### src/rtl/nwc_pkg.sv
// Shared types and constants for the NewReno congestion window block.
package nwc_pkg;

    // Field widths
    localparam int unsigned FUNC_W  = 2;
    localparam int unsigned SEGS_W  = 16;
    localparam int unsigned BYTES_W = 32;
    localparam int unsigned MSS_W   = 16;

    // Stream payload widths (packed, padded to whole bytes)
    localparam int unsigned S_TDATA_W = 80;
    localparam int unsigned M_TDATA_W = 72;

    // Configuration port
    localparam int unsigned CFG_IDX_W  = 2;
    localparam int unsigned CFG_DATA_W = 32;

    // Function codes
    localparam logic [FUNC_W-1:0] FUNC_ACK  = 2'd0;
    localparam logic [FUNC_W-1:0] FUNC_LOSS = 2'd1;
    localparam logic [FUNC_W-1:0] FUNC_LOAD = 2'd2;

    // Register indexes
    localparam logic [CFG_IDX_W-1:0] CFG_SEGMENT_SIZE      = 2'd0;
    localparam logic [CFG_IDX_W-1:0] CFG_INITIAL_WINDOW    = 2'd1;
    localparam logic [CFG_IDX_W-1:0] CFG_INITIAL_THRESHOLD = 2'd2;

    // Reset values
    localparam logic [MSS_W-1:0]   MSS_RST    = 16'd1448;
    localparam logic [BYTES_W-1:0] WINDOW_RST = 32'd1448;
    localparam logic [BYTES_W-1:0] THRESH_RST = 32'hFFFF_FFFF;

    // One input item
    typedef struct packed {
        logic [FUNC_W-1:0]  func;
        logic [SEGS_W-1:0]  acked_segments;
        logic [BYTES_W-1:0] in_flight;
        logic [BYTES_W-1:0] window_value;
    } t_req;

    // One result item
    typedef struct packed {
        logic               slow_start;
        logic [BYTES_W-1:0] threshold;
        logic [BYTES_W-1:0] window;
    } t_rsp;

    // Saturating 32-bit add of two 32-bit values
    function automatic logic [BYTES_W-1:0] sat_add(input logic [BYTES_W-1:0] a,
                                                    input logic [BYTES_W-1:0] b);
        logic [BYTES_W:0] sum;
        sum = {1'b0, a} + {1'b0, b};
        sat_add = sum[BYTES_W] ? {BYTES_W{1'b1}} : sum[BYTES_W-1:0];
    endfunction

endpackage

### src/rtl/nwc_divider.sv
// Radix-2 restoring divider, one quotient bit per cycle.
module nwc_divider (
    input  logic                        i_clk,
    input  logic                        i_rst_n,
    input  logic                        i_start,
    input  logic [nwc_pkg::BYTES_W-1:0] i_dividend,
    input  logic [nwc_pkg::BYTES_W-1:0] i_divisor,
    output logic                        o_done,
    output logic [nwc_pkg::BYTES_W-1:0] o_quotient
);
    import nwc_pkg::*;

    localparam int unsigned CNT_W = $clog2(BYTES_W);

    logic               r_busy,  n_busy;
    logic [CNT_W-1:0]   r_cnt,   n_cnt;
    logic [BYTES_W-1:0] r_rem,   n_rem;
    logic [BYTES_W-1:0] r_quo,   n_quo;
    logic [BYTES_W-1:0] r_div,   n_div;
    logic               r_done,  n_done;

    logic [BYTES_W:0]   shifted;
    logic [BYTES_W+1:0] diff;

    // Trial subtract of the divisor from the shifted partial remainder
    always_comb begin
        shifted = {r_rem, r_quo[BYTES_W-1]};
        diff    = {1'b0, shifted} - {2'b00, r_div};
    end

    // Step sequencing
    always_comb begin
        n_busy = r_busy;
        n_cnt  = r_cnt;
        n_rem  = r_rem;
        n_quo  = r_quo;
        n_div  = r_div;
        n_done = 1'b0;
        if (i_start) begin
            n_busy = 1'b1;
            n_cnt  = '0;
            n_rem  = '0;
            n_quo  = i_dividend;
            n_div  = i_divisor;
        end else if (r_busy) begin
            if (!diff[BYTES_W+1]) begin
                n_rem = diff[BYTES_W-1:0];
                n_quo = {r_quo[BYTES_W-2:0], 1'b1};
            end else begin
                n_rem = shifted[BYTES_W-1:0];
                n_quo = {r_quo[BYTES_W-2:0], 1'b0};
            end
            n_cnt = r_cnt + CNT_W'(1);
            if (r_cnt == CNT_W'(BYTES_W - 1)) begin
                n_busy = 1'b0;
                n_done = 1'b1;
            end
        end
    end

    always_ff @(posedge i_clk) begin
        if (!i_rst_n) begin
            r_busy <= 1'b0;
            r_done <= 1'b0;
            r_cnt  <= '0;
        end else begin
            r_busy <= n_busy;
            r_done <= n_done;
            r_cnt  <= n_cnt;
        end
        r_rem <= n_rem;
        r_quo <= n_quo;
        r_div <= n_div;
    end

    assign o_done     = r_done;
    assign o_quotient = r_quo;

endmodule

### src/rtl/nwc_core.sv
// Window and threshold state with the per-item sequencer.
module nwc_core (
    input  logic                      i_clk,
    input  logic                      i_rst_n,
    input  logic                      i_start,
    input  nwc_pkg::t_req             i_req,
    input  logic [nwc_pkg::MSS_W-1:0] i_mss,
    input  logic                      i_out_free,
    output logic                      o_idle,
    output logic                      o_done,
    output nwc_pkg::t_rsp             o_rsp
);
    import nwc_pkg::*;

    localparam logic [2:0] ST_IDLE = 3'd0;
    localparam logic [2:0] ST_SS   = 3'd1;
    localparam logic [2:0] ST_CHK  = 3'd2;
    localparam logic [2:0] ST_DIV  = 3'd3;
    localparam logic [2:0] ST_ADD  = 3'd4;
    localparam logic [2:0] ST_DONE = 3'd5;

    logic [2:0]         r_state,    n_state;
    logic [BYTES_W-1:0] r_cwnd,     n_cwnd;
    logic [BYTES_W-1:0] r_ssthresh, n_ssthresh;
    logic [SEGS_W-1:0]  r_segs,     n_segs;
    logic [BYTES_W-1:0] r_sq,       n_sq;
    logic [BYTES_W-1:0] r_inc,      n_inc;

    logic               below;
    logic [BYTES_W-1:0] add_b;
    logic [BYTES_W-1:0] add_sum;
    logic [BYTES_W-1:0] mss_ext;
    logic [BYTES_W-1:0] twice_mss;
    logic [BYTES_W-1:0] half_flight;
    logic               div_start;
    logic               div_done;
    logic [BYTES_W-1:0] div_quo;

    assign mss_ext     = {{(BYTES_W-MSS_W){1'b0}}, i_mss};
    assign twice_mss   = {{(BYTES_W-MSS_W-1){1'b0}}, i_mss, 1'b0};
    assign half_flight = {1'b0, i_req.in_flight[BYTES_W-1:1]};
    assign below       = r_cwnd < r_ssthresh;

    // Shared saturating adder: segment size in slow start, increment otherwise
    assign add_b   = (r_state == ST_SS) ? mss_ext : r_inc;
    assign add_sum = sat_add(r_cwnd, add_b);

    assign div_start = (r_state == ST_CHK) && !below && (r_segs != '0) && (r_cwnd != '0);

    nwc_divider u_div (
        .i_clk      (i_clk),
        .i_rst_n    (i_rst_n),
        .i_start    (div_start),
        .i_dividend (r_sq),
        .i_divisor  (r_cwnd),
        .o_done     (div_done),
        .o_quotient (div_quo)
    );

    // Sequencer
    always_comb begin
        n_state    = r_state;
        n_cwnd     = r_cwnd;
        n_ssthresh = r_ssthresh;
        n_segs     = r_segs;
        n_sq       = r_sq;
        n_inc      = r_inc;
        unique case (r_state)
            ST_IDLE: begin
                if (i_start) begin
                    n_state = ST_DONE;
                    case (i_req.func)
                        FUNC_ACK: begin
                            n_segs  = i_req.acked_segments;
                            n_state = ST_SS;
                        end
                        FUNC_LOSS: begin
                            n_ssthresh = (twice_mss > half_flight) ? twice_mss : half_flight;
                        end
                        FUNC_LOAD: begin
                            n_cwnd = i_req.window_value;
                        end
                        default: ;
                    endcase
                end
            end
            ST_SS: begin
                // mss squared fits 32 bits
                n_sq = mss_ext * mss_ext;
                if (below && (r_segs != '0)) begin
                    n_cwnd = add_sum;
                    n_segs = r_segs - SEGS_W'(1);
                end
                n_state = ST_CHK;
            end
            ST_CHK: begin
                if (!below && (r_segs != '0)) begin
                    if (r_cwnd == '0) begin
                        n_inc   = (i_mss == '0) ? BYTES_W'(1) : mss_ext;
                        n_state = ST_ADD;
                    end else begin
                        n_state = ST_DIV;
                    end
                end else begin
                    n_state = ST_DONE;
                end
            end
            ST_DIV: begin
                if (div_done) begin
                    n_inc   = (div_quo == '0) ? BYTES_W'(1) : div_quo;
                    n_state = ST_ADD;
                end
            end
            ST_ADD: begin
                n_cwnd  = add_sum;
                n_state = ST_DONE;
            end
            ST_DONE: begin
                if (i_out_free) begin
                    n_state = ST_IDLE;
                end
            end
            default: n_state = ST_IDLE;
        endcase
    end

    always_ff @(posedge i_clk) begin
        if (!i_rst_n) begin
            r_state    <= ST_IDLE;
            r_cwnd     <= WINDOW_RST;
            r_ssthresh <= THRESH_RST;
        end else begin
            r_state    <= n_state;
            r_cwnd     <= n_cwnd;
            r_ssthresh <= n_ssthresh;
        end
        r_segs <= n_segs;
        r_sq   <= n_sq;
        r_inc  <= n_inc;
    end

    assign o_idle           = (r_state == ST_IDLE);
    assign o_done           = (r_state == ST_DONE) && i_out_free;
    assign o_rsp.window     = r_cwnd;
    assign o_rsp.threshold  = r_ssthresh;
    assign o_rsp.slow_start = below;

`ifndef SYNTHESIS
    a_div_start_chk: assert property (@(posedge i_clk) disable iff (!i_rst_n)
        div_start |-> (r_state == ST_CHK))
        else $error("divider started outside check step");
    a_div_done_wait: assert property (@(posedge i_clk) disable iff (!i_rst_n)
        div_done |-> (r_state == ST_DIV))
        else $error("divider finished while sequencer not waiting");
    a_add_no_wrap: assert property (@(posedge i_clk) disable iff (!i_rst_n)
        (r_state == ST_ADD) |=> (r_cwnd >= $past(r_cwnd)))
        else $error("window wrapped on increase");
    a_loss_floor: assert property (@(posedge i_clk) disable iff (!i_rst_n)
        (o_idle && i_start && (i_req.func == FUNC_LOSS)) |=> (r_ssthresh >= $past(twice_mss)))
        else $error("threshold below two segments after loss");
`endif

endmodule

### src/rtl/newreno_window_control.sv
// Top level of the NewReno congestion window control block.
//
//  channel  | dir | handshake                    | payload
//  ---------+-----+------------------------------+--------------------------------
//  s_axis   | in  | s_axis_tvalid/s_axis_tready  | tuser: func; tdata: item fields
//  m_axis   | out | m_axis_tvalid/m_axis_tready  | tdata: window, threshold, flag
//  cfg      | in  | i_cfg_valid/o_cfg_ready      | i_cfg_index, i_cfg_data
//
// Loss, load and unused codes go from idle straight to the done state; an ack
// passes the slow-start and check steps, and in congestion avoidance also the
// 32-step radix-2 divider that forms mss*mss/window (skipped with a zero window)
// and the add step. One item is worked at a time.
// A finished result sits in the output register, so the next item is taken
// while it waits. Reset (synchronous, active low) restores the registers and
// loads window and threshold from the initial register reset values.
module newreno_window_control (
    input  logic                            i_clk,
    input  logic                            i_rst_n,
    // [1:0] func
    input  logic [nwc_pkg::FUNC_W-1:0]      s_axis_tuser,
    // [15:0] acked_segments, [47:16] in_flight, [79:48] window_value
    input  logic [nwc_pkg::S_TDATA_W-1:0]   s_axis_tdata,
    input  logic                            s_axis_tvalid,
    output logic                            s_axis_tready,
    // [31:0] window, [63:32] threshold, [64] slow_start, [71:65] zero
    output logic [nwc_pkg::M_TDATA_W-1:0]   m_axis_tdata,
    output logic                            m_axis_tvalid,
    input  logic                            m_axis_tready,
    input  logic                            i_cfg_valid,
    output logic                            o_cfg_ready,
    input  logic [nwc_pkg::CFG_IDX_W-1:0]   i_cfg_index,
    input  logic [nwc_pkg::CFG_DATA_W-1:0]  i_cfg_data
);
    import nwc_pkg::*;

    logic [MSS_W-1:0] r_mss;
    logic             r_out_valid;
    t_rsp             r_out;
    t_req             req;
    t_rsp             rsp;
    logic             core_idle;
    logic             core_done;
    logic             out_free;
    logic             in_xfer;

    // Unpack the input transfer
    assign req.func           = s_axis_tuser;
    assign req.acked_segments = s_axis_tdata[15:0];
    assign req.in_flight      = s_axis_tdata[47:16];
    assign req.window_value   = s_axis_tdata[79:48];

    assign s_axis_tready = core_idle;
    assign in_xfer       = s_axis_tvalid && core_idle;
    assign out_free      = !r_out_valid || m_axis_tready;

    // Configuration writes; the initial window and threshold only matter
    // at reset, where they hold their reset values, so they are not kept
    assign o_cfg_ready = 1'b1;
    always_ff @(posedge i_clk) begin
        if (!i_rst_n) begin
            r_mss <= MSS_RST;
        end else if (i_cfg_valid) begin
            unique case (i_cfg_index)
                CFG_SEGMENT_SIZE:      r_mss <= i_cfg_data[MSS_W-1:0];
                CFG_INITIAL_WINDOW:    ;
                CFG_INITIAL_THRESHOLD: ;
                default:               ;
            endcase
        end
    end

    nwc_core u_core (
        .i_clk      (i_clk),
        .i_rst_n    (i_rst_n),
        .i_start    (in_xfer),
        .i_req      (req),
        .i_mss      (r_mss),
        .i_out_free (out_free),
        .o_idle     (core_idle),
        .o_done     (core_done),
        .o_rsp      (rsp)
    );

    // Output register
    always_ff @(posedge i_clk) begin
        if (!i_rst_n) begin
            r_out_valid <= 1'b0;
        end else if (core_done) begin
            r_out_valid <= 1'b1;
        end else if (m_axis_tready) begin
            r_out_valid <= 1'b0;
        end
        if (core_done) begin
            r_out <= rsp;
        end
    end

    assign m_axis_tvalid = r_out_valid;
    assign m_axis_tdata  = {{(M_TDATA_W-2*BYTES_W-1){1'b0}},
                            r_out.slow_start, r_out.threshold, r_out.window};

endmodule

### config.mk
export PLATFORM = sky130hd
export DESIGN_NAME = newreno_window_control
export DESIGN_NICKNAME = d
export VERILOG_FILES = /design/src/rtl/nwc_pkg.sv /design/src/rtl/nwc_divider.sv /design/src/rtl/nwc_core.sv /design/src/rtl/newreno_window_control.sv
export SDC_FILE = /design/constraint.sdc
export NUM_CORES = 1
export LEC_CHECK = 0
export BUFFER_PORTS_ARGS = -buffer_cell sky130_fd_sc_hd__buf_2
export CAP_MARGIN = 20
export CORE_MARGIN = 2
export CORE_UTILIZATION = 41
export DETAILED_ROUTE_END_ITERATION = 10
export PLACE_DENSITY_LB_ADDON = 0.08
export SYNTH_ARGS = -nofsm -noshare
export SYNTH_HDL_FRONTEND = slang
export SYNTH_SLANG_ARGS = --single-unit
### constraint.sdc
create_clock -name i_clk -period 8.7 [get_ports i_clk]
set_clock_uncertainty 0.2 [all_clocks]
set_input_delay 1.74 -clock i_clk [delete_from_list [all_inputs] [get_ports i_clk]]
set_output_delay 1.74 -clock i_clk [all_outputs]
set_load 0.02 [all_outputs]
==> Yosys cells after proc, flatten, opt, wreduce, memory -nomap -nowiden <==
Cells that the tools add are included.
{ "classes": {"add_sub_neg": 4, "n_mux": 34, "reduce_logical": 31, "n_mul": 1, "bitwise": 2, "order_cmp": 2, "eq_ne": 16} }
{ "ops": {"columns": ["operator", "n"], "rows": [
  ["2-to-1 mux 32 bit", 12],
  ["one-hot mux 32 bit (3 select lines)", 1],
  ["zero test 32 bit", 2],
  ["2-to-1 mux 16 bit", 4],
  ["one-hot mux 32 bit (2 select lines)", 1],
  ["subtractor 33 x 32 -> 34 bit", 1],
  ["adder 32 x 32 -> 33 bit", 1],
  ["less-than comparator 32 bit", 1],
  ["multiplier 16 x 16 -> 32 bit", 1],
  ["one-hot mux 16 bit (2 select lines)", 1],
  ["nonzero test 32 bit", 1],
  ["greater-than comparator 17 x 31 -> 1 bit", 1],
  ["2-to-1 mux 31 bit", 1],
  ["2-to-1 mux 3 bit", 6],
  ["one-hot mux 3 bit (6 select lines)", 1],
  ["zero test 16 bit", 1],
  ["nonzero test 16 bit", 1],
  ["subtractor 16 x 1 -> 16 bit (second input constant)", 1],
  ["AND reduction 4 bit", 3],
  ["inequality test 2 x 1 -> 1 bit (second input constant)", 4],
  ["inequality test 2 bit (second input constant)", 4],
  ["nonzero test 2 bit", 4],
  ["logical AND 1 bit", 7],
  ["2-to-1 mux 1 bit", 7],
  ["17 further kinds", 23]
]} }
{ "word_totals": {"out_inout_bits": 75, "word_cells": 107, "regBits": 332} }

==> Depth between registers and ports, before layout <==
{ "logic_depth": {"depth_word": 6, "depth_mapped": 27, "mapped_depth_nobuf": 25} }

==> By module <==
A second synthesis with hierarchy kept.
{ "unflattened": {"hier_cells": 2587, "area_unflattened_um2": 25296.8} }
{ "modules_own_cells": {"columns": ["module", "cells_each", "instances", "area_each_um2", "seq_area_each_um2"], "rows": [
  ["nwc_core", 1862, 1, 16522.1, 3713.6],
  ["nwc_divider", 575, 1, 6027.0, 2702.6],
  ["newreno_window_control", 150, 1, 2747.6, 2292.2]
]} }

==> Worst setup path before layout <==
Ideal clock, no wire load.
{ "synth_timing": {"kind": "in2reg", "start": "in m_axis_tready", "end": "reg r_out (netlist bit m_axis_tdata[0]), enable pin", "path_buffers": 0, "path_slack_ns": 1.303, "arrival_ns": 6.616, "t_required_ns": 7.919, "stages": 2, "setup_ns": 0.581, "cell_sequence": "nand2b_1 -> nor3b_1"} }
{ "synth_via": {"elab_chain_cells": 2} }
{ "synth_rtl": {"columns": ["item", "line", "rtl"], "rows": [
  ["start: declaration", "newreno_window_control.sv:28", "input logic m_axis_tready,"],
  ["logical OR 1 bit", "newreno_window_control.sv:54", "assign out_free = !r_out_valid || m_axis_tready;"],
  ["logical AND 1 bit", "nwc_core.sv:143", "assign o_done = (r_state == ST_DONE) && i_out_free;"],
  ["net core_done", "newreno_window_control.sv:42", "logic core_done;"],
  ["end signal: assignment", "newreno_window_control.sv:94", "r_out <= rsp;"],
  ["end: declaration", "newreno_window_control.sv:38", "t_rsp r_out;"]
]} }
The timed path passes the listed nets, and every way through them passes these cells.
A chain may end at the register's enable or synchronous reset.

==> Final worst setup path <==
{ "layout_timing": {"start": "reg r_mss[11]", "end": "reg u_core.r_sq[30] (data pin)"} }
{ "layout_via": {"elab_chain_cells": 1} }
{ "layout_rtl": {"columns": ["item", "line", "rtl"], "rows": [
  ["start: declaration", "newreno_window_control.sv:36", "logic [MSS_W-1:0] r_mss;"],
  ["start signal: assignment", "newreno_window_control.sv:64", "CFG_SEGMENT_SIZE: r_mss <= i_cfg_data[MSS_W-1:0];"],
  ["multiplier 16 x 16 -> 32 bit", "nwc_core.sv:89", "n_sq = mss_ext * mss_ext;"],
  ["end signal: assignment", "nwc_core.sv:138", "r_sq <= n_sq;"],
  ["end: declaration", "nwc_core.sv:26", "logic [BYTES_W-1:0] r_sq, n_sq;"]
]} }
No other way between the ends.

==> flow_summary.toml <==
[timing]
tightestPinTransition_ps = 1040
hold_violations = 0
slew_headroom_pct = 30.6
slew_violations = 0
fmax_mhz = 134
whs_ps = 228
rsz0062_at_grt = "false"
setup_viol = 0
final.period_utilization_pct = 85.6
setup_tns_ps = 0
layout_min_cycle_time_ps = 7450

[synthesis]
synthArstFlopShare_pct = 0
ys_seq_elements = 331
synthFlopType = "edfxtp_1"
synth_edf_count = 208
yosysTopAreaCellShare_pct = 25.1
syn_area_um2 = 24900
yosys.area.top_type = "edfxtp_1"
netlist_instances = 2571
yosysUniqueCellTypes = 80
ys_seq_area_share_pct = 34.9
ys_warn_count = 0
synth.area.top_cells = "edfxtp_1, fa_1, ha_1"
syn_area_per_cell_um2 = 9.70

[critical_path]
criticalPathCategory = "flop to flop"
timing.critical_path.to = "u_core.r_sq[30]$_DFFE_PP_"
critPathBufInv = 3
critPathLaunchType = "flop"
crit_family = "adder cells"
critPathCaptureType = "flop"
slowest_delay_ps = 1000
reg2reg_depth = 21
cpMostUsedCell = "fa_1"
path_cells = "nand2_1, fa_1, fa_1, inv_1, fa_1, fa_1, fa_1, inv_1, fa_1, inv_1, ha_1, a21o_1, a21o_1, a221o_1, a31oi_2, o31a_1, o21ai_1, o41ai_1, o21bai_1, a21oi_1, xnor2_1"
cp.arrival_ps = 7570
cp.depth = 21
reg2reg_to = "u_core.r_sq[30]$_DFFE_PP_"
cp_slowest_cell = "dfxtp_1"
r2r_start = "r_mss[11]$_SDFFE_PN0P_"
worst_setup_path_startpoint = "r_mss[11]$_SDFFE_PN0P_"
crit_fanout = 19
reg2reg_slack_ps = 1250
cp.required_ps = 8820

[layout]
area_growth_pct = 12.7
finalNetCount = 3221
final_core_util_pct = 46.7
layout_commonest_cell = "inv_1"
drive_gt1_share_pct = 12.4
final_cell_mix = "inv_1, nand2_1, ha_1, edfxtp_1, buf_2"
nFillCells = 5678

[flow_run]
cap_violations = 0

[global_routing]
antenna_found_initial = 1
grt-ovfl-total = 0
grt_usage_pct = 21.6
grt_max_degree = 75
grt_pass1_wl_um = 105000
grt_pass1_vias = 18573

[clocking]
cts_resized = 0
cts_buffer_depth = 3
htreeDepth = 2
cts-buffers-inserted = 41
clk_pin_slew_ps = 60
cts-root-buf = "clkbuf_16"
clk_latency_ps = 580
cts.sinks = 331
cts_setup_buffers = 0
cts_tree = "done"
postCtsHoldBufs = 0

[floorplanning]
dieArea_um2 = 62800
start_util_pct = 41.4
fp-row-count = 90
core-area_um2 = 60200
die_w_um = 251
io_pins = 196
fp.dieH_um = 251

[placement]
port_buffers = 170
globalplace.congestion = 0.893
hpwl_um = 52000

[drt]
final_antenna_net_count = 0
drc = 0
first_pass_iters = 5
drt_iter0_markers = 930
via_per_inst = 5.31
vias = 18751
wl_per_cell_um = 19.4
wirelength_um = 68600

[pwr]
p_total_w = 0.00803
leakage_nw = 12.9
power_density_nw_per_um2 = 286
vdd_drop_max_mv = 0.149

[hold_path]
hold_class = "flop to flop"
min_from = "u_core.r_ssthresh[15]$_SDFFE_PN1P_"

[run_status]
status = "complete, no violations"
layer usage:
metal / global-route usage, % / share of wire [%] / vias to the layer above
li1: - / - / 9125
met1: 28.2 / 45 / 9144
met2: 37.0 / 48 / 375
met3: 2.86 / 3.8 / 107
met4: 7.34 / 3.1 / 0
met5: 0 / 0 / -
worst min path at each step:
| stage | end | slack [ps] | cells after the start |
|---|---|---|---|
| after detailed placement | m_axis_tdata[56]$_DFFE_PP_ | 210 | 0 |
| after global routing | m_axis_tdata[57]$_DFFE_PP_ | 230 | 0 |
| final | m_axis_tdata[47]$_DFFE_PP_ | 230 | 0 |
| after CTS | m_axis_tdata[56]$_DFFE_PP_ | 230 | 0 |
| after global placement | m_axis_tdata[43]$_DFFE_PP_ | 210 | 0 |
| after floorplan | m_axis_tdata[33]$_DFFE_PP_ | 210 | 0 |
power by group:
group	switching (W)	total [W]	internal (W)	leakage, nW
Clock	0.000703	0.00174	0.00104	0.663
Combinational	0.00238	0.00387	0.00149	9.39
Sequential	0.000293	0.00242	0.00213	2.89
registers in the layout (all words and copies together) (netlist names), 31 cells and up:
signal	flops
m_axis_tdata	65
u_core.r_cwnd	32
u_core.r_inc	32
u_core.r_sq	31
u_core.r_ssthresh	32
u_core.u_div.o_quotient	32
u_core.u_div.r_div	32
u_core.u_div.r_rem	32
synthesized netlist by cell type, types with 62 or more instances:
cell,number
a21oi_1,132
fa_1,166
nor2_1,95
o21ai_0,135
edfxtp_1,208
inv_1,366
nand2_1,251
xnor2_1,70
dfxtp_1,123
nand3_1,62
clkbuf_1,98
and2_1,82
ha_1,217
area by class of cell:
| cell class | count | area (um^2) | share of cell area [%] |
|---|---|---|---|
| Sequential cell | 331 | 8710 | 31.0 |
| Tap cell | 782 | 978 | 3.48 |
| Clock buffer | 58 | 1140 | 4.06 |
| Timing Repair Buffer | 221 | 1290 | 4.60 |
| Multi-Input combinational cell | 1753 | 14400 | 51.1 |
| Antenna cell | 1 | 2.50 | 0.00890 |
| Clock inverter | 17 | 226 | 0.806 |
| Inverter | 369 | 1390 | 4.93 |
stage by stage:
step,std cells,setup WS (ps),cell area [um^2]
after detailed placement,3452,1170,26700
after global routing,3532,848,28100
after CTS,3527,1190,28000
final,3532,1250,28100
after global placement,3452,1210,26700
after floorplan,2577,1300,25000
logic make-up after synthesis:
family	synth area share (%)
muxes	2.56
and+or+nand+nor	12.6
other	0.0301
xor gates and xnor gates	3.58
AOI/OAI and AO/OA	14.3
DFF	34.9
adders and majority gates	24.2
buffers and inverters	7.68
No activity file was read; power rests on OpenSTA's default activity.
